File: src/rtl/bpn_pkg.sv
// bpn_pkg: shared types and constants of the batch peak normalizer
// no dependencies; used by every rtl file of the block
`default_nettype none

package bpn_pkg;

    // sample and result widths
    localparam int DATA_W   = 32;
    localparam int MAG_W    = 31;
    localparam int FRAC_W   = 16;
    localparam int RATIO_W  = FRAC_W + 1;
    localparam int OUT_W    = 24;

    // batch length counter, wide enough for the largest batch of 64
    localparam int CNT_W    = 7;

    // batches that may be stored or in service at once (one per bank)
    localparam logic [1:0] MAX_PENDING = 2'd2;

    localparam logic [MAG_W-1:0]   MAG_MAX     = {MAG_W{1'b1}};
    localparam logic [RATIO_W-1:0] LIMIT_RESET = RATIO_W'(65535);

    // one finished batch handed from the front to the back
    typedef struct packed {
        logic             bank;
        logic [CNT_W-1:0] count;
        logic [MAG_W-1:0] peak;
    } desc_t;

endpackage

`default_nettype wire

File: src/rtl/bpn_store.sv
// bpn_store: two-bank magnitude memory, one write and one registered read per cycle
// depends on bpn_pkg for the magnitude width
`default_nettype none

module bpn_store #(
    parameter int IDX_W = 6
) (
    input  wire logic                      clk,
    input  wire logic                      wr_en,
    input  wire logic [IDX_W:0]            wr_addr,
    input  wire logic [bpn_pkg::MAG_W-1:0] wr_data,
    input  wire logic                      rd_en,
    input  wire logic [IDX_W:0]            rd_addr,
    output logic [bpn_pkg::MAG_W-1:0]      rd_data
);

    localparam int DEPTH = 2 ** (IDX_W + 1);

    logic [bpn_pkg::MAG_W-1:0] mem [DEPTH];
    logic [bpn_pkg::MAG_W-1:0] rd_data_reg;

    assign rd_data = rd_data_reg;

    // write port
    always_ff @(posedge clk)
    begin
        if (wr_en)
            mem[wr_addr] <= wr_data;
    end

    // read port
    always_ff @(posedge clk)
    begin
        if (rd_en)
            rd_data_reg <= mem[rd_addr];
    end

endmodule

`default_nettype wire

File: config.mk
export PLATFORM = sky130hd
export DESIGN_NAME = bpn_store
export DESIGN_NICKNAME = d
export VERILOG_FILES = /design/src/rtl/bpn_pkg.sv /design/src/rtl/bpn_store.sv
export SDC_FILE = /design/constraint.sdc
export NUM_CORES = 2
export LEC_CHECK = 0
export BUFFER_PORTS_ARGS = -buffer_cell sky130_fd_sc_hd__buf_4
export CORE_ASPECT_RATIO = 0.6
export CORE_MARGIN = 5
export CORE_UTILIZATION = 30
export DETAILED_ROUTE_END_ITERATION = 8
export PLACE_DENSITY_LB_ADDON = 0.12
export SYNTH_ARGS = -nofsm -noshare
export SYNTH_HDL_FRONTEND = slang
export SYNTH_SLANG_ARGS = --single-unit
File: constraint.sdc
create_clock -name clk -period 3.5 [get_ports clk]
set_input_delay 0.525 -clock clk [delete_from_list [all_inputs] [get_ports clk]]
set_output_delay 0.525 -clock clk [all_outputs]
set_load 0.01 [all_outputs]
==> results.md <==
* Pins Over Slew Limit at 0
* HP Start: wr_data[20]
* Dpl hpwl at 308,000 microns
* Reg2Reg Launch Point: mem[18][1]$_DFFE_PP_
* Placer Congestion at 0.753
* Routed len/inst at 37.0 microns
* Finished Cell Area at 183,000 sq um
* Worst setup EP type: flop
* Slew @ Worst Pin at 1.31 ns
* CP startpoint kind: input port
* CTS Sinks at 3,999
* PD cells at 558 nW/um^2
* Total Routed Length at 508,000 microns
* Hold buffers post-CTS at 3
* Antenna violations before repair at 87
* Row cnt at 202
* Post-Syn Area at 152,000 sq um
* Placed cell areas at 170,000 sq um
* Gate power share at 6.5%
* Maximum clock insertion buffer count at 4
* Area leader, netlist: edfxtp_1
* Final setup viols at 0
* Largest net degree at the start of global routing at 129
* Crit path time final at 3.00 ns
* Skew final at 0.0491 ns
* Seq/Total Area, Yosys at 79.2%
* Yosys reg bits at 3,999
* VDD IR-drop max at 0.392 mV
* RSZ-0062 raised after global routing: false
* Post-synthesis average cell area at 26.1 sq um
* Resized cells post-CTS at 0
* H-Tree Level Count at 5
* Sw Share at 22.2%
* Filler cell count at 45.5k
* Die W at 928 microns
* Worst hold path type: in2reg
* Vias at 72.3k
* Core area at 504,000 sq um
* Top-Level Pins at 79
* TritonRoute pass-1 iters at 7
* Antenna viol nets, final at 0
* Top cells by area, synth: edfxtp_1, mux4_2, clkbuf_1
* Clock Latency Late Sink at 0.96 ns
* Die Area at 521,000 sq um
* CTS tree: done
* Internal Power at 79,400 uW
* Status: completed
* Dpl cells at 13.0k
* Fmax at 333 MHz
* Vias per cell at 5.26
* Kind of critical path: in2reg
* Area Overhead vs Synth at 20.4%
* Total global routing overflow at 0
* Syn Inst Count at 5,808
* Highest-count cells in the layout ignoring fill and taps: edfxtp_1, mux4_2, buf_4
* Final worst-path cycle share at 85.8%
* DRC viols at 0
* Final Hold Vio Count at 0
* CP max FO at 18
* Register area at 120,000 sq um
* Max cap viols at 0
* All-layer global routing usage at 19.2%
* Clock power frac at 41.5%
* CP required at 4.19 ns
* Clock transition at path regs at 0.07 ns
* Multi-input logic area at 31,400 sq um
* First DRT Iteration DRCs at 8,946
* Initial Util at 30.1%
* Root Driver: clkbuf_16
* Critical Path Source: rd_addr[0]
* Global-route wire length before repair at 675,000 microns
* Synth warn at 0
* Fin cells at 13.7k
* Max reg flops at 3,968
* Yosys cell types at 14
* Syn Nets at 5,856
* Number of post-CTS setup repair buffers at 0
* Layout cell share with drive strength beyond 1 at 39.9%
* Chip height at 561 microns
* Worst Path Arrival at 3.70 ns
* Final net count at 6,700
* Commonest non-fill, non-tap cell in the layout: edfxtp_1
* Slew HR at 12.9%
* Port Buffer Count at 78
* Flop pwr share at 52.0%
* Leakage power at 0.0558 uW
* Top-area cell type share of the netlist area at 79.2%
* Vias in the first global route at 71.8k
* Net Switching at 22,600 uW
* CTS Buf Count at 386
-- per-layer routing --
layer,global-route usage [%],up-vias,part of all wire (%),wire [microns]
met5,0,-,0.023,116
met4,2.93,16,1.6,8160
met3,3.90,524,7.6,38800
met2,27.4,2914,43,216000
met1,30.6,41300,48,245000
li1,-,27500,-,-
-- worst max-delay path, stage by stage --
cell and delay (ns):
buf_16 0.24, buf_12 0.28, buf_4 0.26, buf_4 0.23
mux4_2 0.52, mux4_2 0.65, mux4_2 0.62, mux2_2 0.29
-- worst paths after layout --
path / endpoint / slack, ns / cells after the start
setup / recovery: rd_data[18]$_DFFE_PP_ / 0.50 / 8
hold / removal: mem[102][20]$_DFFE_PP_ / 0.09 / 1
setup reg to reg: rd_data[1]$_DFFE_PP_ / 0.68 / 5
hold reg to reg: rd_data[20]$_DFFE_PP_ / 1.20 / 4
-- power by group through the flow --
stage / clock network (uW) / logic, uW / registers, uW
floorplan: 0 / 2550 / 54000
global placement: 0 / 6670 / 54100
detailed placement: 0 / 6730 / 54100
CTS: 43400 / 6750 / 53100
global route: 45400 / 6940 / 53100
finish: 42300 / 6640 / 53100
-- synth_stat cells --
cell type  count
nand2_1       14
buf_1         39
clkbuf_1     176
nor2b_1        7
nor2_1       122
nand2b_1       2
or3_1          1
mux2_2        31
nor3_1         9
edfxtp_1    3999
nand3_1       12
mux4_2      1302
buf_2         91
nand4_1        3
-- stage by stage --
step	setup WS (ns)	power (uW)	setup TNS, ns	utilization [%]	hold WS [ns]
after floorplan	-0.193	56600	-16.85	-	0.624
after global placement	-0.516	60800	-9.90	33.7	0.934
after detailed placement	-0.518	60900	-10.07	33.7	0.941
after CTS	0.521	103000	0	36.2	0.00278
after global routing	0.469	105000	0	36.2	0.0430
final	0.496	102000	0	36.2	0.0896
-- logic make-up after synthesis --
| group | synth area share (%) |
|---|---|
| buffers and inverters | 0.832 |
| DFF | 79.2 |
| muxes | 19.6 |
| and+or+nand+nor | 0.459 |
-- cell type report --
type	instances	share of cell area [%]
timing repair buffer	762	5.60
multi-input combinational	1503	17.2
antenna	53	0.0726
clock inverter	235	1.27
sequential	3999	65.7
clock buffer	456	5.55
tap	6732	4.61
(Power assumes the default switching activity.)
