### config.mk
export PLATFORM = sky130hd
export DESIGN_NAME = bpn_queue
export DESIGN_NICKNAME = d
export VERILOG_FILES = /design/src/rtl/bpn_pkg.sv /design/src/rtl/bpn_queue.sv
export SDC_FILE = /design/constraint.sdc
export NUM_CORES = 1
export LEC_CHECK = 0
export BUFFER_PORTS_ARGS = -buffer_cell sky130_fd_sc_hd__buf_2
export CELL_PAD_IN_SITES_DETAIL_PLACEMENT = 0
export CELL_PAD_IN_SITES_GLOBAL_PLACEMENT = 1
export CORE_ASPECT_RATIO = 1.25
export CORE_MARGIN = 5
export CORE_UTILIZATION = 40
export CTS_CLUSTER_DIAMETER = 30
export CTS_CLUSTER_SIZE = 8
export DETAILED_ROUTE_END_ITERATION = 12
export PLACE_DENSITY_LB_ADDON = 0.15
export SYNTH_ARGS = -nofsm -noshare
export SYNTH_HDL_FRONTEND = slang
export SYNTH_SLANG_ARGS = --single-unit
### constraint.sdc
create_clock -name clk -period 3.9 [get_ports clk]
set_clock_uncertainty 0.15 [all_clocks]
set_input_delay 0.975 -clock clk [delete_from_list [all_inputs] [get_ports clk]]
set_output_delay 0.975 -clock clk [all_outputs]
set_load 0.1 [all_outputs]
### src/rtl/bpn_pkg.sv
// bpn_pkg: shared types and constants of the batch peak normalizer
// no dependencies; used by every rtl file of the block
`default_nettype none

package bpn_pkg;

    // sample and result widths
    localparam int DATA_W   = 32;
    localparam int MAG_W    = 31;
    localparam int FRAC_W   = 16;
    localparam int RATIO_W  = FRAC_W + 1;
    localparam int OUT_W    = 24;

    // batch length counter, wide enough for the largest batch of 64
    localparam int CNT_W    = 7;

    // batches that may be stored or in service at once (one per bank)
    localparam logic [1:0] MAX_PENDING = 2'd2;

    localparam logic [MAG_W-1:0]   MAG_MAX     = {MAG_W{1'b1}};
    localparam logic [RATIO_W-1:0] LIMIT_RESET = RATIO_W'(65535);

    // one finished batch handed from the front to the back
    typedef struct packed {
        logic             bank;
        logic [CNT_W-1:0] count;
        logic [MAG_W-1:0] peak;
    } desc_t;

endpackage

`default_nettype wire

### src/rtl/bpn_queue.sv
// bpn_queue: two-entry queue of finished batches between front and back
// depends on bpn_pkg; also counts batches that still hold a store bank
`default_nettype none

module bpn_queue (
    input  wire logic            clk,
    input  wire logic            rst_n,
    input  wire logic            push,
    input  wire bpn_pkg::desc_t  push_desc,
    input  wire logic            pop,
    output bpn_pkg::desc_t       pop_desc,
    output logic                 not_empty,
    input  wire logic            release_bank,
    output logic                 banks_full
);

    bpn_pkg::desc_t  entry_reg [2];
    logic            wr_ptr_reg;
    logic            rd_ptr_reg;
    logic [1:0]      count_reg;
    logic [1:0]      pending_reg;

    assign pop_desc   = entry_reg[rd_ptr_reg];
    assign not_empty  = (count_reg != 2'd0);
    assign banks_full = (pending_reg == bpn_pkg::MAX_PENDING);

    // entries
    always_ff @(posedge clk)
    begin
        if (push)
            entry_reg[wr_ptr_reg] <= push_desc;
    end

    // pointers, fill level and banks in use
    always_ff @(posedge clk or negedge rst_n)
    begin
        if (!rst_n)
        begin
            wr_ptr_reg  <= 1'b0;
            rd_ptr_reg  <= 1'b0;
            count_reg   <= 2'd0;
            pending_reg <= 2'd0;
        end
        else
        begin
            if (push)
                wr_ptr_reg <= !wr_ptr_reg;
            if (pop)
                rd_ptr_reg <= !rd_ptr_reg;
            if (push && !pop)
                count_reg <= count_reg + 2'd1;
            else if (pop && !push)
                count_reg <= count_reg - 2'd1;
            if (push && !release_bank)
                pending_reg <= pending_reg + 2'd1;
            else if (release_bank && !push)
                pending_reg <= pending_reg - 2'd1;
        end
    end

endmodule

`default_nettype wire

==> flow_summary.yaml <==
die:
  die_w_um: 88.9
  die_h_um: 109
  ioPinCount: 85
  core_um2: 7700
  die_area_um2: 9650
  start_util_pct: 40.4
  rows: 36
clock_tree:
  clock-root-buffer: "clkbuf_8"
  cts_buffers: 9
  insertion_delay_ns: 0.33
  cts.path.max_buffers: 2
  path_clk_slew_ns: 0.08
  cts_tree: "yes"
  cts.sinks: 84
  ctsHoldBuffers: 0
  post-cts-setup-buffer-count: 0
  cts_resized: 0
  htreeDepth: 3
worst_setup_path:
  cp_max_fo: 28
  slowest_stage: "dfrtp_2"
  critPathKind: "flop to output port"
  cp_slowest_stage_delay_ns: 0.82
  crit_family: "flip-flops"
  cp_num_buf_inv: 2
  start_kind: "flop"
  arrival_ns: 2.08
  endpoint_kind: "output port"
  cp_cell_sequence: "buf_4, mux2_2, buf_2"
  worst_ep_required_time_ns: 2.77
layout:
  drive_above_1_share_pct: 58.6
  final_cells: 339
  antenna_cells: 0
  largest_reg_flops: 78
  syn2layout_area_growth_pct: 24.0
  postLayoutCoreUtil_pct: 50.1
  final_cell_area_um2: 3860
  fin_nets: 285
synth:
  ys_ff_latch: 84
  syn_area_per_cell_um2: 21.5
  ys_warn_count: 0
  syn-instance-count: 145
  synth_cell_type_count: 12
  synth.cell_area_um2: 3110
  synth_fp_nets: 191
  yosysSeqAreaShare_pct: 80.1
sta:
  fmax_mhz: 312
  setup_violations: 0
  setup_tns_ns: 0
  worstMarginPinSlew_ns: 0.957
  maxSlewViolCount: 0
  rsz0062_at_grt: "false"
  min_period_ns: 3.20
  finalHoldViolCount: 0
  slew_headroom_pct: 36.2
  finalCritPeriodShare_pct: 82.1
global_route:
  grt_pass1_wl_um: 8290
  grt_pass1_vias: 1735
  grt_start_max_net_pins: 40
  grt-ovfl-total: 0
  grt_usage_pct: 11.8
  antenna_found_initial: 0
drt:
  firstDrtPassIters: 3
  drc: 0
  drtIter0Drc: 47
  vias: 1565
  via_per_inst: 4.62
  antenna_left: 0
  drt_wl_total_um: 5300
  wl_per_cell_um: 15.6
run:
  maxCapViolations: 0
status:
  status: "finished clean"
placement:
  dp_cells: 323
  dpl.hpwl_um: 3600
  placed_area_um2: 3650
  gp_congestion: 0.694
  io_buffers: 84
min_path:
  hp-class: "input pin to asynchronous set/reset pin"
## per-layer routing
metal	routed length (µm)	vias to the layer above	GRT usage [%]
met3	336	10	2.95
met4	118	0	6.48
met5	0	-	0
met1	2090	764	13.1
li1	-	742	-
met2	2750	49	20.3
## cell families (layout without fill, tap and decap cells)
logic type,after synthesis,count (layout),synth area share (%)
adders and majority gates,2,2,0.804
buffers and inverters,6,105,1.69
muxes,39,39,14.1
DFF,84,84,80.1
xor gates and xnor gates,8,8,2.25
and+or+nand+nor,6,6,1.05
## cell type report
type / count / area (µm²)
Sequential cell: 84 / 2490
Multi-Input combinational cell: 55 / 576
Clock buffer: 11 / 131
Tap cell: 95 / 119
Timing Repair Buffer: 87 / 455
Inverter: 2 / 7.51
Fill cell: 658 / 3840
Clock inverter: 5 / 76.3
## metrics by stage
step	setup slack (ns)	hold slack, ns
floorplan	0.588	0.284
global placement	1.03	0.301
detailed placement	1.03	0.305
CTS	0.642	0.281
global route	0.601	0.288
finish	0.698	0.303
## final timing paths
kind | start | to | slack [ns] | cells past startpoint
worst max register to register | wr_ptr_reg | entry_reg[1][14] | 2.12 | 1
worst min register to register | pending_reg[1] | pending_reg[1] | 0.32 | 1
worst min-delay path | rst_n | pending_reg[0] | 0.30 | 1
min in group clk | pending_reg[1] | pending_reg[1] | 0.32 | 1
worst max-delay path | rd_ptr_reg | pop_desc[22] | 0.70 | 3
max in group asynchronous | rst_n | rd_ptr_reg | 3.13 | 1
## placed cells by master, fill, tap and decap left out
master	instances
and2_2	1
buf_12	1
buf_2	84
buf_4	2
bufinv_16	2
clkbuf_1	2
clkbuf_8	9
clkinv_1	1
clkinv_2	1
clkinvlp_4	1
dfrtp_1	5
dfrtp_2	1
edfxtp_1	78
ha_1	2
inv_1	2
mux2_2	39
nor2_1	2
nor2b_1	1
nor2b_4	1
or2_2	1
xnor2_1	2
xor2_1	6
## cells in the mapped netlist
master     n  area share [%]
mux2_2    39              14
xnor2_1    2            0.56
ha_1       2            0.80
dfrtp_1    6             4.8
buf_6      4             1.4
and2_1     1            0.20
or2_2      1            0.20
nor2_1     2            0.24
inv_1      2            0.24
nor2b_1    2            0.40
xor2_1     6             1.7
edfxtp_1  78              75
Power is left out: the tool's default activity adds up to more than one toggle a clock period on the data nets, which glitch-free logic cannot reach.
