[config.mk]
export PLATFORM = sky130hd
export DESIGN_NAME = bpn_div
export DESIGN_NICKNAME = d
export VERILOG_FILES = /design/src/rtl/bpn_pkg.sv /design/src/rtl/bpn_div.sv
export SDC_FILE = /design/constraint.sdc
export NUM_CORES = 2
export LEC_CHECK = 0
export BUFFER_PORTS_ARGS = -buffer_cell sky130_fd_sc_hd__buf_4
export CAP_MARGIN = 20
export CORE_MARGIN = 4
export CORE_UTILIZATION = 59
export CTS_BUF_LIST = sky130_fd_sc_hd__clkbuf_16
export DETAILED_ROUTE_END_ITERATION = 16
export MAX_ROUTING_LAYER = met4
export PLACE_DENSITY = 0.75
export REMOVE_ABC_BUFFERS = 1
export SYNTH_ARGS = -nofsm -noshare
export SYNTH_HDL_FRONTEND = slang
export SYNTH_SLANG_ARGS = --single-unit
[constraint.sdc]
create_clock -name clk -period 117.6 [get_ports clk]
set_clock_uncertainty 0.05 [all_clocks]
set_input_delay 23.52 -clock clk [delete_from_list [all_inputs] [get_ports clk]]
set_output_delay 23.52 -clock clk [all_outputs]
set_load 0.05 [all_outputs]
[src/rtl/bpn_pkg.sv]
// bpn_pkg: shared types and constants of the batch peak normalizer
// no dependencies; used by every rtl file of the block
`default_nettype none

package bpn_pkg;

    // sample and result widths
    localparam int DATA_W   = 32;
    localparam int MAG_W    = 31;
    localparam int FRAC_W   = 16;
    localparam int RATIO_W  = FRAC_W + 1;
    localparam int OUT_W    = 24;

    // batch length counter, wide enough for the largest batch of 64
    localparam int CNT_W    = 7;

    // batches that may be stored or in service at once (one per bank)
    localparam logic [1:0] MAX_PENDING = 2'd2;

    localparam logic [MAG_W-1:0]   MAG_MAX     = {MAG_W{1'b1}};
    localparam logic [RATIO_W-1:0] LIMIT_RESET = RATIO_W'(65535);

    // one finished batch handed from the front to the back
    typedef struct packed {
        logic             bank;
        logic [CNT_W-1:0] count;
        logic [MAG_W-1:0] peak;
    } desc_t;

endpackage

`default_nettype wire

[src/rtl/bpn_div.sv]
// bpn_div: pipelined restoring divider, one quotient bit per stage, plus clamp
// depends on bpn_pkg; holds the output register of the result stream
`default_nettype none

module bpn_div (
    input  wire logic                        clk,
    input  wire logic                        rst_n,
    input  wire logic                        in_valid,
    input  wire logic [bpn_pkg::MAG_W-1:0]   in_mag,
    input  wire logic [bpn_pkg::MAG_W-1:0]   in_peak,
    input  wire logic                        in_last,
    input  wire logic [bpn_pkg::RATIO_W-1:0] clamp_limit,
    output logic                             advance,
    output logic                             out_valid,
    input  wire logic                        out_ready,
    output logic [bpn_pkg::RATIO_W-1:0]      ratio,
    output logic                             last_of_run
);

    localparam int NSTEP = bpn_pkg::RATIO_W;

    logic                          vld_reg  [NSTEP];
    logic [bpn_pkg::MAG_W-1:0]     rem_reg  [NSTEP];
    logic [bpn_pkg::RATIO_W-1:0]   quo_reg  [NSTEP];
    logic [bpn_pkg::MAG_W-1:0]     peak_reg [NSTEP];
    logic                          lst_reg  [NSTEP];

    logic [bpn_pkg::MAG_W:0]       trial    [NSTEP];
    logic [bpn_pkg::MAG_W:0]       diff     [NSTEP];
    logic                          qbit     [NSTEP];
    logic [bpn_pkg::MAG_W-1:0]     rem_next [NSTEP];
    logic [bpn_pkg::RATIO_W-1:0]   quo_next [NSTEP];

    logic                          out_valid_reg;
    logic [bpn_pkg::RATIO_W-1:0]   ratio_reg;
    logic                          last_reg;
    logic [bpn_pkg::RATIO_W-1:0]   quo_fin;
    logic [bpn_pkg::RATIO_W-1:0]   ratio_next;

    assign advance     = !out_valid_reg || out_ready;
    assign out_valid   = out_valid_reg;
    assign ratio       = ratio_reg;
    assign last_of_run = last_reg;

    // first step takes the magnitude, later steps the shifted remainder
    always_comb
    begin
        trial[0]    = {1'b0, in_mag};
        diff[0]     = trial[0] - {1'b0, in_peak};
        qbit[0]     = (trial[0] >= {1'b0, in_peak});
        rem_next[0] = qbit[0] ? diff[0][bpn_pkg::MAG_W-1:0] : trial[0][bpn_pkg::MAG_W-1:0];
        quo_next[0] = bpn_pkg::RATIO_W'(qbit[0]);
        for (int i = 1; i < NSTEP; i++)
        begin
            trial[i]    = {rem_reg[i-1], 1'b0};
            diff[i]     = trial[i] - {1'b0, peak_reg[i-1]};
            qbit[i]     = (trial[i] >= {1'b0, peak_reg[i-1]});
            rem_next[i] = qbit[i] ? diff[i][bpn_pkg::MAG_W-1:0]
                                  : trial[i][bpn_pkg::MAG_W-1:0];
            quo_next[i] = {quo_reg[i-1][bpn_pkg::RATIO_W-2:0], qbit[i]};
        end
    end

    // stage valids
    always_ff @(posedge clk or negedge rst_n)
    begin
        if (!rst_n)
        begin
            for (int i = 0; i < NSTEP; i++)
                vld_reg[i] <= 1'b0;
        end
        else if (advance)
        begin
            vld_reg[0] <= in_valid;
            for (int i = 1; i < NSTEP; i++)
                vld_reg[i] <= vld_reg[i-1];
        end
    end

    // stage payload
    always_ff @(posedge clk)
    begin
        if (advance)
        begin
            rem_reg[0]  <= rem_next[0];
            quo_reg[0]  <= quo_next[0];
            peak_reg[0] <= in_peak;
            lst_reg[0]  <= in_last;
            for (int i = 1; i < NSTEP; i++)
            begin
                rem_reg[i]  <= rem_next[i];
                quo_reg[i]  <= quo_next[i];
                peak_reg[i] <= peak_reg[i-1];
                lst_reg[i]  <= lst_reg[i-1];
            end
        end
    end

    // zero peak and clamp
    always_comb
    begin
        quo_fin = quo_reg[NSTEP-1];
        if (peak_reg[NSTEP-1] == '0)
            ratio_next = '0;
        else if (quo_fin > clamp_limit)
            ratio_next = clamp_limit;
        else
            ratio_next = quo_fin;
    end

    // output register
    always_ff @(posedge clk or negedge rst_n)
    begin
        if (!rst_n)
            out_valid_reg <= 1'b0;
        else if (advance)
            out_valid_reg <= vld_reg[NSTEP-1];
    end

    always_ff @(posedge clk)
    begin
        if (advance)
        begin
            ratio_reg <= ratio_next;
            last_reg  <= lst_reg[NSTEP-1];
        end
    end

endmodule

`default_nettype wire

==> impl_metrics.ini <==
[status]
status = completed

[setup_path]
regToRegSetupSlack_ps = 112190
worstReg2RegEnd = peak_reg[15][8]$_DFFE_PP_
endpoint = advance
cp-start-kind = input port
path_max_fanout = 61
crit_start = out_ready
crit_arrival_ps = 25220
crit_path_end_kind = output pin
rr_worst_depth = 7
r2r-start = out_valid$_DFFE_PN0P_
cp.required_ps = 94030
crit_type = input port to output pin

[grt]
antenna_found_initial = 0
grt_first_pass_wirelength_um = 217000
grt_use_met1 = 0.202
top_usage_layer = met2
grt_pass1_vias = 46900
use_met3 = 0.0300
grt_overflow = 0
track_usage = 0.222
use_met2 = 0.434
grt_max_degree = 187

[timing]
whs_ps = 360
tns_ps = 0
maxClockFrequency_mhz = 20.5
finalCritPeriodShare = 0.415
setup_viol_count_final = 0
slew_viol_final = 0
timing_hold_violations_final = 0
final.min_clock_period_ps = 48790
rsz0062_at_grt = no
worst_pin_slew_ps = 1110
relSlewSlack = 0.243

[clocking]
clock_sink_count = 1229
cts_tree = yes
ctsResizeCount = 0
numCtsBuffers = 137
cts-root-buf = clkbuf_16
cts_hold_buf = 0
cts_buffer_depth = 3
clk_pin_slew_ps = 60
htreeDepth = 4
clk_latency_ps = 740
postCtsSetupBuffers = 0

[hold_path]
min_from = quo_reg[0][51]$_DFFE_PP_
hold_class = register to register

[detailed_routing]
wirelength_um = 134000
vias = 46200
ant_nets = 0
dr.pass1.iters = 5
drc = 0
drtIter0Drc = 2650
viasPerCell = 5.81
wire_per_inst_um = 16.8

[logic_synthesis]
syn_area_sq_um = 69600
ys_types = 90
synth_flop_cell = edfxtp_1
ys_seq_area_frac = 0.529
ys_warn_count = 0
ys_ff_latch = 1229
syn_area_per_cell_sq_um = 11.3
synthArstFlopShare = 0.0146
synth_edf_count = 1211
synthCells = 6181

[die]
core_area_sq_um = 117000
num_rows = 125
ios = 104
die_h_um = 351
die-area_sq_um = 123000
die_w_um = 351
start_util = 0.596

[final_layout]
final_area_sq_um = 76500
n_antenna_cell = 0
drive_gt1_frac = 0.0907
largest_reg_flops = 527
fin_nets = 6961
area_delta_synth_final_pct = 9.95
final_cells = 7953

[placed_design]
hpwlAfterDp_um = 99700
dp_cells = 7702
dpl_cell_area_sq_um = 72100
port-buffer-count = 103
gp_congestion = 0.912

[run]
cap_violations = 0
Yosys cell counts, types with 22 or more instances:
cell | number | area share
o21a_1 | 66 | 0.0071
nor2b_1 | 67 | 0.0060
o31ai_1 | 30 | 0.0032
ha_1 | 543 | 0.098
nand2b_1 | 61 | 0.0055
o21bai_1 | 69 | 0.0074
nand4_1 | 102 | 0.0092
nand2_1 | 428 | 0.023
nor4_1 | 22 | 0.0020
a21o_1 | 254 | 0.027
xnor2_1 | 238 | 0.030
mux2_2 | 175 | 0.028
nor2_1 | 318 | 0.017
nand3_1 | 84 | 0.0060
o21ai_0 | 434 | 0.031
and3_1 | 39 | 0.0035
a31oi_1 | 51 | 0.0046
inv_1 | 655 | 0.035
xor2_1 | 192 | 0.024
nor3_1 | 55 | 0.0040
a211oi_1 | 45 | 0.0049
a21oi_1 | 520 | 0.037
edfxtp_1 | 1211 | 0.52
buf_2 | 28 | 0.0020
clkbuf_1 | 107 | 0.0058
cell usage in the layout (no fill, tap or decap), types with 50 or more instances in the layout:
cell type	synthesis	routed
nand4_1	102	102
a21oi_1	520	520
nor2_1	318	317
xnor2_1	238	238
mux2_2	175	175
nand3_1	84	84
nor2b_1	67	66
o21bai_1	69	69
ha_1	543	543
o21ai_0	434	434
buf_4	1	139
nand2b_1	61	61
o21a_1	66	66
xor2_1	192	192
clkbuf_16	0	139
a21o_1	254	254
inv_1	655	679
a31oi_1	51	50
nor3_1	55	54
nand2_1	428	428
edfxtp_1	1211	1211
final cells by class:
cell class	instances	area [sq um]
Fill cell	8521	40200
Multi-Input combinational cell	4152	29800
Clock buffer	139	3480
Sequential cell	1229	36800
Tap cell	1524	1910
Clock inverter	111	952
Inverter	656	2470
Timing Repair Buffer	142	1090
cell families after synthesis:
kind of cell | synth area share
compound gates | 0.152
xor+xnor | 0.0541
fa+ha+maj | 0.102
buf+inv | 0.0444
flops | 0.529
mux | 0.0322
simple gates | 0.0862
critical path, cell delays in order:
cell and delay (ps):
buf_4 110, nor2b_2 790, inv_8 380, buf_4 330
how the worst min path moves through the flow:
stage | to | cells past startpoint
2_1_floorplan | last_of_run$_DFFE_PP_ | 0
3_3_place_gp | quo_reg[1][41]$_DFFE_PP_ | 0
3_5_place_dp | lst_reg[7]$_DFFE_PP_ | 0
4_1_cts | quo_reg[1][126]$_DFFE_PP_ | 0
5_1_grt | quo_reg[1][20]$_DFFE_PP_ | 0
6_report | quo_reg[0][69]$_DFFE_PP_ | 0
metrics by stage:
step                      setup slack [ps]  utilization
after floorplan                      46680            -
after global placement               68870        0.618
after detailed placement             68830        0.618
after CTS                            68790        0.656
after global routing                 68700        0.656
final                                68810        0.656
routing by layer:
layer / routed length, um / up-vias
li1: - / 23000
met4: 8120 / 0
met3: 4140 / 480
met1: 47300 / 21700
met5: 0 / -
met2: 74000 / 1036
Power is left out: the tool's default activity adds up to more than one toggle a clock period on the data nets, which glitch-free logic cannot reach.
