### src/rtl/bpn_pkg.sv
// bpn_pkg: shared types and constants of the batch peak normalizer
// no dependencies; used by every rtl file of the block
`default_nettype none

package bpn_pkg;

    // sample and result widths
    localparam int DATA_W   = 32;
    localparam int MAG_W    = 31;
    localparam int FRAC_W   = 16;
    localparam int RATIO_W  = FRAC_W + 1;
    localparam int OUT_W    = 24;

    // batch length counter, wide enough for the largest batch of 64
    localparam int CNT_W    = 7;

    // batches that may be stored or in service at once (one per bank)
    localparam logic [1:0] MAX_PENDING = 2'd2;

    localparam logic [MAG_W-1:0]   MAG_MAX     = {MAG_W{1'b1}};
    localparam logic [RATIO_W-1:0] LIMIT_RESET = RATIO_W'(65535);

    // one finished batch handed from the front to the back
    typedef struct packed {
        logic             bank;
        logic [CNT_W-1:0] count;
        logic [MAG_W-1:0] peak;
    } desc_t;

endpackage

`default_nettype wire

### src/rtl/bpn_back.sv
// bpn_back: walks a stored batch and issues one store read per cycle while advance is high
// depends on bpn_pkg; feeds bpn_div with the running peak and last mark
`default_nettype none

module bpn_back #(
    parameter int IDX_W = 6
) (
    input  wire logic                      clk,
    input  wire logic                      rst_n,
    input  wire logic                      q_not_empty,
    input  wire bpn_pkg::desc_t            q_desc,
    output logic                           pop,
    output logic                           release_bank,
    input  wire logic                      advance,
    output logic                           rd_en,
    output logic [IDX_W:0]                 rd_addr,
    output logic                           side_valid,
    output logic [bpn_pkg::MAG_W-1:0]      side_peak,
    output logic                           side_last
);

    logic                       cur_valid_reg;
    bpn_pkg::desc_t             cur_reg;
    logic [bpn_pkg::CNT_W-1:0]  idx_reg;
    logic                       side_valid_reg;
    logic [bpn_pkg::MAG_W-1:0]  side_peak_reg;
    logic                       side_last_reg;

    logic                       issue;
    logic                       last_issue;
    logic [bpn_pkg::CNT_W-1:0]  idx_next;

    assign pop          = !cur_valid_reg && q_not_empty;
    assign issue        = cur_valid_reg && advance;
    assign idx_next     = idx_reg + bpn_pkg::CNT_W'(1);
    assign last_issue   = (idx_next == cur_reg.count);
    assign release_bank = issue && last_issue;
    assign rd_en        = issue;
    assign rd_addr      = {cur_reg.bank, idx_reg[IDX_W-1:0]};
    assign side_valid   = side_valid_reg;
    assign side_peak    = side_peak_reg;
    assign side_last    = side_last_reg;

    // batch in service
    always_ff @(posedge clk)
    begin
        if (pop)
            cur_reg <= q_desc;
    end

    always_ff @(posedge clk or negedge rst_n)
    begin
        if (!rst_n)
        begin
            cur_valid_reg <= 1'b0;
            idx_reg       <= '0;
        end
        else if (pop)
        begin
            cur_valid_reg <= 1'b1;
            idx_reg       <= '0;
        end
        else if (issue)
        begin
            if (last_issue)
                cur_valid_reg <= 1'b0;
            idx_reg <= idx_next;
        end
    end

    // sideband aligned with the store read data
    always_ff @(posedge clk or negedge rst_n)
    begin
        if (!rst_n)
            side_valid_reg <= 1'b0;
        else if (advance)
            side_valid_reg <= issue;
    end

    always_ff @(posedge clk)
    begin
        if (advance)
        begin
            side_peak_reg <= cur_reg.peak;
            side_last_reg <= last_issue;
        end
    end

endmodule

`default_nettype wire

### config.mk
export PLATFORM = sky130hd
export DESIGN_NAME = bpn_back
export DESIGN_NICKNAME = d
export VERILOG_FILES = /design/src/rtl/bpn_pkg.sv /design/src/rtl/bpn_back.sv
export SDC_FILE = /design/constraint.sdc
export NUM_CORES = 1
export LEC_CHECK = 0
export BUFFER_PORTS_ARGS = -buffer_cell sky130_fd_sc_hd__buf_2
export CAP_MARGIN = 20
export CELL_PAD_IN_SITES_DETAIL_PLACEMENT = 2
export CELL_PAD_IN_SITES_GLOBAL_PLACEMENT = 2
export CORE_MARGIN = 5
export CORE_UTILIZATION = 33
export CTS_BUF_LIST = sky130_fd_sc_hd__clkbuf_4 sky130_fd_sc_hd__clkbuf_8
export DETAILED_ROUTE_END_ITERATION = 12
export PLACE_DENSITY = 0.88
export SLEW_MARGIN = 20
export SYNTH_ARGS = -nofsm -noshare
export SYNTH_HDL_FRONTEND = slang
export SYNTH_SLANG_ARGS = --single-unit
### constraint.sdc
create_clock -name clk -period 2.8 [get_ports clk]
set_input_delay 0.14 -clock clk [delete_from_list [all_inputs] [get_ports clk]]
set_output_delay 0.14 -clock clk [all_outputs]
set_load 0.005 [all_outputs]
==> flow_metrics.env, run 1 <==
export IMPL_antenna_cells=0
export IMPL_drt_initial_drc_count=67
export IMPL_r2r_setup_slack_ns=0.93
export IMPL_place_area_mm2=0.00331
export IMPL_required_ns=2.66
export IMPL_startpoint_type="register"
export IMPL_drv_cap=0
export IMPL_ctsHoldBuffers=40
export IMPL_clock_sinks=80
export IMPL_insertion_delay_ns=0.35
export IMPL_fin_worst_skew_ns=0.0137
export IMPL_path_clk_slew_ns=0.08
export IMPL_yosys_area_top_type="edfxtp_1"
export IMPL_viasPerCell=4.49
export IMPL_nets=318
export IMPL_fin_crit_ns=2.28
export IMPL_power_total_mw=2.41
export IMPL_io_buffers=85
export IMPL_synth_edf_count=71
export IMPL_synth_top_area_share=0.769
export IMPL_slowest_stage="dfrtp_1"
export IMPL_gp_congestion=0.769
export IMPL_syn_area_mm2=0.00277
export IMPL_critPathCaptureType="primary output"
export IMPL_io_pins=86
export IMPL_min_period_over_period=0.814
export IMPL_postLayoutCellArea_mm2=0.00388
export IMPL_cp_max_fo=7
export IMPL_path_class="reg2out"
export IMPL_core_mm2=0.00822
export IMPL_die_area_mm2=0.0103
export IMPL_nFillCells=792
export IMPL_grt_pass1_vias=2025
export IMPL_drcViolationCount=0
export IMPL_slowest_delay_ns=0.46
export IMPL_cts_htree_levels=3
export IMPL_yosysUniqueCellTypes=31
export IMPL_drv_slew=0
export IMPL_dp_cells=328
export IMPL_drive_above_1_share=0.384
export IMPL_hold_class="in2reg"
export IMPL_post_layout_nonfiller_instances=384
export IMPL_die_x_um=102
export IMPL_yosys_top_cells_area="edfxtp_1 (77%), dfrtp_1 (8.1%), buf_4 (1.9%)"
export IMPL_grt_max_degree=34
export IMPL_cts_setup_buffers=0
export IMPL_syn_to_final_growth_pct=40.0
export IMPL_tritoncts="done"
export IMPL_syn_inst=144
export IMPL_synth_common_cells="edfxtp_1 (71), o21ai_0 (10), dfrtp_1 (9)"
export IMPL_clockBufferDepth=2
export IMPL_maxSlewHeadroom=0.540
export IMPL_rows=33
export IMPL_cts_resized=0
export IMPL_synth_most_common_cell="edfxtp_1"
export IMPL_grt_pass1_wl_mm=11.2
export IMPL_antenna_found_initial=0
export IMPL_track_usage=0.149
export IMPL_ant_nets=0
export IMPL_largest_register_ffs=38
export IMPL_synth_warnings=0
export IMPL_fmaxAchievable_mhz=439
export IMPL_syn_nets=188
export IMPL_outcome="completed"
export IMPL_peakVddDrop_v=0.000258
export IMPL_crit_path_cell_trace="ha_1 -> nand3_1 -> nor3_2 -> o22ai_1 -> nor3_1 -> buf_2"
export IMPL_ys_async_sr_fraction=0.113
export IMPL_synth_ff_type="edfxtp_1"
export IMPL_finalSetupViolCount=0
export IMPL_postRouteWirelength_mm=7.20
export IMPL_rsz0062_at_grt="no"
export IMPL_wl_per_cell_um=18.8
export IMPL_fin_util=0.473
export IMPL_yosysSeqAreaShare=0.850
export IMPL_worstPathArrival_ns=2.14
export IMPL_cts_made_buffers=9
export IMPL_gr_total_overflow=0
export IMPL_p_per_area_mw_per_mm2=622
export IMPL_tns_ns=0
export IMPL_avgSynthCellArea_um2=19.3
export IMPL_dp_hpwl_mm=4.65
export IMPL_dr_pass1_iters=4
export IMPL_hold_viol=0
export IMPL_vias=1726
export IMPL_cts_root_buf="clkbuf_8"
export IMPL_die_h_um=102
export IMPL_worst_slew_pin_slew_ns=0.689
export IMPL_leakage_nw=1.52
export IMPL_synth_seq_cells=80
export IMPL_initial_utilization=0.338
worst max-delay path, delay by kind of cell, from the launching register on:
kind | cells | cell delay, ns
AND/OR/NAND/NOR | 3 | 0.70
adder cells (fa/ha/maj) | 1 | 0.32
AO/OA/AOI/OAI | 1 | 0.16
buffers and inverters | 1 | 0.17
flip-flops | 1 | 0.46
logic make-up (layout without fill, tap and decap cells):
logic type | count (synthesis) | after routing | share of synthesized area
flops | 80 | 80 | 0.850
simple gates | 23 | 23 | 0.0487
compound gates | 22 | 22 | 0.0483
buf+inv | 10 | 145 | 0.0235
xor+xnor | 8 | 8 | 0.0253
fa+ha+maj | 1 | 1 | 0.00451
report_power, final:
group          switching (mW)  total [mW]  leakage, nW  internal (mW)
logic                   0.122       0.259        0.653          0.137
clock network           0.422       0.757       0.0865          0.335
registers              0.0538        1.40        0.777           1.34
total                   0.597        2.41         1.52           1.82
through the flow:
| stage | hold slack (ns) | setup WS (ns) |
|---|---|---|
| CTS | 0.0589 | 0.535 |
| floorplan | -0.156 | 0.600 |
| detailed placement | 0.0199 | 0.974 |
| finish | 0.0630 | 0.520 |
| global route | 0.0485 | 0.298 |
| global placement | 0.0103 | 1.08 |
area by class of cell:
type,count,area (um^2),area share
Inverter,2,7.51,0.00193
Tap cell,105,131,0.0338
Clock inverter,6,42.5,0.0110
Multi-Input combinational cell,54,359,0.0925
Sequential cell,80,2360,0.607
Clock buffer,10,131,0.0338
Timing Repair Buffer,127,853,0.220
layout by cell type (no fill, tap or decap), types with 2 or more instances in the layout:
master	instances
buf_2	85
o31ai_1	2
xor2_1	4
clkinvlp_4	2
inv_6	2
nand3_1	4
o21ai_0	10
dfrtp_1	9
xnor2_1	4
nor2_1	3
nor3_1	2
dlygate4sd3_1	40
a21oi_1	3
edfxtp_1	71
clkinv_2	2
clkbuf_8	9
and2_1	2
inv_1	2
nand2_1	4
final timing paths:
kind / start / end / depth (start not counted)
max in group asynchronous: rst_n / idx_reg[0] / 2
hold / removal: q_not_empty / cur_valid_reg / 2
setup / recovery: idx_reg[0] / release_bank / 6
min in group asynchronous: rst_n / idx_reg[2] / 2
setup reg to reg: idx_reg[0] / cur_valid_reg / 5
hold reg to reg: cur_reg[22] / side_peak[22] / 0
layer usage:
| layer | up-vias | routed length, um | global-route usage |
|---|---|---|---|
| li1 | 808 | - | - |
| met1 | 848 | 2530 | 0.149 |
| met2 | 59 | 4050 | 0.281 |
| met3 | 11 | 512 | 0.0482 |
| met4 | 0 | 109 | 0.0624 |
| met5 | - | 0 | 0 |
No activity file was read; power rests on OpenSTA's default activity.
==> run 2, diff against run 1 <==
--- a/config.mk
+++ b/config.mk
@@ -5,15 +5,16 @@
 export SDC_FILE = /design/constraint.sdc
 export NUM_CORES = 1
 export LEC_CHECK = 0
+export ABC_AREA = 1
 export BUFFER_PORTS_ARGS = -buffer_cell sky130_fd_sc_hd__buf_2
 export CAP_MARGIN = 20
 export CELL_PAD_IN_SITES_DETAIL_PLACEMENT = 2
 export CELL_PAD_IN_SITES_GLOBAL_PLACEMENT = 2
 export CORE_MARGIN = 5
-export CORE_UTILIZATION = 33
+export CORE_UTILIZATION = 36
 export CTS_BUF_LIST = sky130_fd_sc_hd__clkbuf_4 sky130_fd_sc_hd__clkbuf_8
 export DETAILED_ROUTE_END_ITERATION = 12
-export PLACE_DENSITY = 0.88
+export PLACE_DENSITY = 0.92
 export SLEW_MARGIN = 20
 export SYNTH_ARGS = -nofsm -noshare
 export SYNTH_HDL_FRONTEND = slang
==> constraint.sdc (replaced) <==
create_clock -name clk -period 2.3 [get_ports clk]
set_input_delay 0.115 -clock clk [delete_from_list [all_inputs] [get_ports clk]]
set_output_delay 0.115 -clock clk [all_outputs]
set_load 0.005 [all_outputs]
==> run 2 against run 1 <==
Against the previous run: largest power group unchanged; flip-flop and latch count is the same; power increased by 43%; largest cell class unchanged; register-to-register slack worse by 0.39 ns; cell count is 8.3% higher; global-route usage is 3.1 points higher; utilization is 4.6 points higher.
==> flow_metrics.env, run 2 <==
export IMPL_outcome="completed"
export IMPL_min_period_over_period=0.936
export IMPL_gr_total_overflow=0
export IMPL_fmaxAchievable_mhz=464
export IMPL_drv_slew=0
export IMPL_path_clk_slew_ns=0.08
export IMPL_ant_nets=0
export IMPL_p_per_area_mw_per_mm2=857
export IMPL_io_buffers=85
export IMPL_tritoncts="done"
export IMPL_die_x_um=99.4
export IMPL_required_ns=2.18
export IMPL_dp_hpwl_mm=5.24
export IMPL_clockBufferDepth=2
export IMPL_syn_inst=178
export IMPL_p_sw_mw=0.917
export IMPL_drive_above_1_share=0.398
export IMPL_syn_area_mm2=0.00288
export IMPL_synth_xor_area_share=0.00609
export IMPL_worst_slew_pin_slew_ns=0.649
export IMPL_maxSlewHeadroom=0.564
export IMPL_cp_max_fo=6
export IMPL_dr_pass1_iters=4
export IMPL_yosys_area_top_type="edfxtp_1"
export IMPL_rsz0062_at_grt="no"
export IMPL_seq_area_mm2=0.00236
export IMPL_synth_top_family_by_area="simple AND/OR/NAND/NOR gates"
export IMPL_vias=1884
export IMPL_synth_warnings=0
export IMPL_ys_async_sr_fraction=0.113
export IMPL_fin_util=0.519
export IMPL_grt_pass1_vias=2274
export IMPL_startpoint_type="register"
export IMPL_yosys_area_share_adder=0.00435
export IMPL_leakage_nw=1.67
export IMPL_synth_ff_type="edfxtp_1"
export IMPL_tns_ns=0
export IMPL_grt_pass1_wl_mm=12.9
export IMPL_insertion_delay_ns=0.36
export IMPL_dp_cells=360
export IMPL_worstPathArrival_ns=2.04
export IMPL_cts_root_buf="clkbuf_8"
export IMPL_die_area_mm2=0.00988
export IMPL_ff2ff_path_depth=10
export IMPL_syn_nets=222
export IMPL_cts_htree_levels=3
export IMPL_antenna_found_initial=0
export IMPL_drt_initial_drc_count=52
export IMPL_grt_max_degree=34
export IMPL_largest_register_ffs=38
export IMPL_syn_to_final_growth_pct=40.1
export IMPL_hold_class="in2reg"
export IMPL_clock_power_share=0.333
export IMPL_synth_top_area_share=0.741
export IMPL_holdPathStages=4
export IMPL_multi_input_area_um2=387
export IMPL_finalSetupViolCount=0
export IMPL_yosysSeqAreaShare=0.819
export IMPL_die_h_um=99.4
export IMPL_synth_common_cells="edfxtp_1 (71), nand2_1 (27), inv_1 (18)"
export IMPL_internal_power_mw=2.54
export IMPL_avgSynthCellArea_um2=16.2
export IMPL_synthSimpleGateAreaFrac=0.104
export IMPL_initial_utilization=0.370
export IMPL_fin_worst_skew_ns=0.0120
export IMPL_yosysUniqueCellTypes=25
export IMPL_r2r_setup_slack_ns=0.54
export IMPL_synth_compound_area_frac=0.0170
export IMPL_fin_crit_ns=2.15
export IMPL_io_pins=86
export IMPL_synth_most_common_cell="edfxtp_1"
export IMPL_critPathCaptureType="primary output"
export IMPL_fin_ws_ns=0.147
export IMPL_synth_seq_cells=80
export IMPL_drcViolationCount=0
export IMPL_nets=353
export IMPL_path_class="reg2out"
export IMPL_post_layout_nonfiller_instances=416
export IMPL_hold_viol=0
export IMPL_peakVddDrop_v=0.000533
export IMPL_yosys_top_cells_area="edfxtp_1 (74%), dfrtp_1 (7.8%), nand2_1 (3.5%)"
export IMPL_core_mm2=0.00777
export IMPL_final_common_cell="buf_2"
export IMPL_place_ws_ns=0.475
export IMPL_wl_per_cell_um=20.3
export IMPL_mostFrequentLayoutCells="buf_2 (85), edfxtp_1 (71), dlygate4sd3_1 (40)"
export IMPL_gp_congestion=0.770
export IMPL_cts_made_buffers=9
export IMPL_seq_power_share=0.512
export IMPL_clock_sinks=80
export IMPL_track_usage=0.180
export IMPL_p_comb_frac=0.155
export IMPL_antenna_cells=0
export IMPL_postRouteWirelength_mm=8.45
export IMPL_nFillCells=746
export IMPL_drv_cap=0
export IMPL_swShare=0.265
export IMPL_rows=32
export IMPL_synthMuxAreaShare=0
export IMPL_viasPerCell=4.53
export IMPL_synth_edf_count=71
[run 2: cell types whose count changed after synthesis, sizes merged, moves of 3 or more]
cell   before  now
nor3        3    0
nand2       4   36
nor2        3    7
o21ai      11    6
xor2        4    1
inv         2   19
a21oi       3    0
xnor2       4    1
nand3       4    9
[run 2: through the flow]
stage | power [mW] | instance area (um^2) | hold slack, ns
floorplan | 2.11 | 2880 | -0.181
global placement | 2.21 | 3410 | -0.0121
detailed placement | 2.25 | 3410 | -0.00878
CTS | 3.45 | 4030 | 0.0884
global route | 3.64 | 4030 | 0.153
finish | 3.45 | 4030 | 0.121
[run 2: logic make-up after synthesis]
family	after synthesis
buffers and inverters	29
and+or+nand+nor	57
AOI/OAI and AO/OA	9
xor gates and xnor gates	2
adders and majority gates	1
DFF	80
[run 2: critical path, cell delays in order (launching register included)]
cell and delay (ns):
dfrtp_2 0.46, ha_2 0.32, xor2_1 0.16, nor2_1 0.08, nand2_1 0.07, inv_1 0.08, nand2_1 0.10, nor2_4 0.13
nand3_2 0.09, inv_1 0.07, buf_2 0.11
[run 2: power by group through the flow]
| stage | sequential [mW] | combinational (mW) | clock [mW] |
|---|---|---|---|
| 2_1_floorplan | 1.75 | 0.354 | 0 |
| 3_3_place_gp | 1.78 | 0.428 | 0 |
| 3_5_place_dp | 1.80 | 0.459 | 0 |
| 4_1_cts | 1.77 | 0.530 | 1.16 |
| 5_1_grt | 1.78 | 0.596 | 1.26 |
| 6_report | 1.77 | 0.536 | 1.15 |
[run 2: timing repair]
item                                    4_1_cts  5_1_grt
hold buffers                                 40        0
endpoints found under the setup margin        0        1
resized for setup                             0        3
hold endpoints to repair                     48        0
buffers inserted                              0        0
[run 2: layout make-up]
type,count,area share
multi-input combinational,69,0.0959
tap,102,0.0317
timing repair buffer,128,0.214
inverter,21,0.0196
sequential,80,0.585
clock buffer,11,0.0345
clock inverter,5,0.0196
[run 2: final timing paths]
check                            startpoint            end
worst min-delay path            q_not_empty  cur_valid_reg
min in group asynchronous             rst_n     side_valid
worst max register to register   idx_reg[0]  cur_valid_reg
worst max-delay path             idx_reg[0]   release_bank
worst min register to register  cur_reg[11]  side_peak[11]
max in group asynchronous             rst_n     idx_reg[1]
[run 2: routing by layer]
layer / GRT usage / wire length (um) / up-vias
met2: 0.344 / 4830 / 65
li1: - / - / 874
met5: 0 / 0 / -
met3: 0.0645 / 534 / 12
met1: 0.176 / 2960 / 933
met4: 0.0620 / 122 / 0
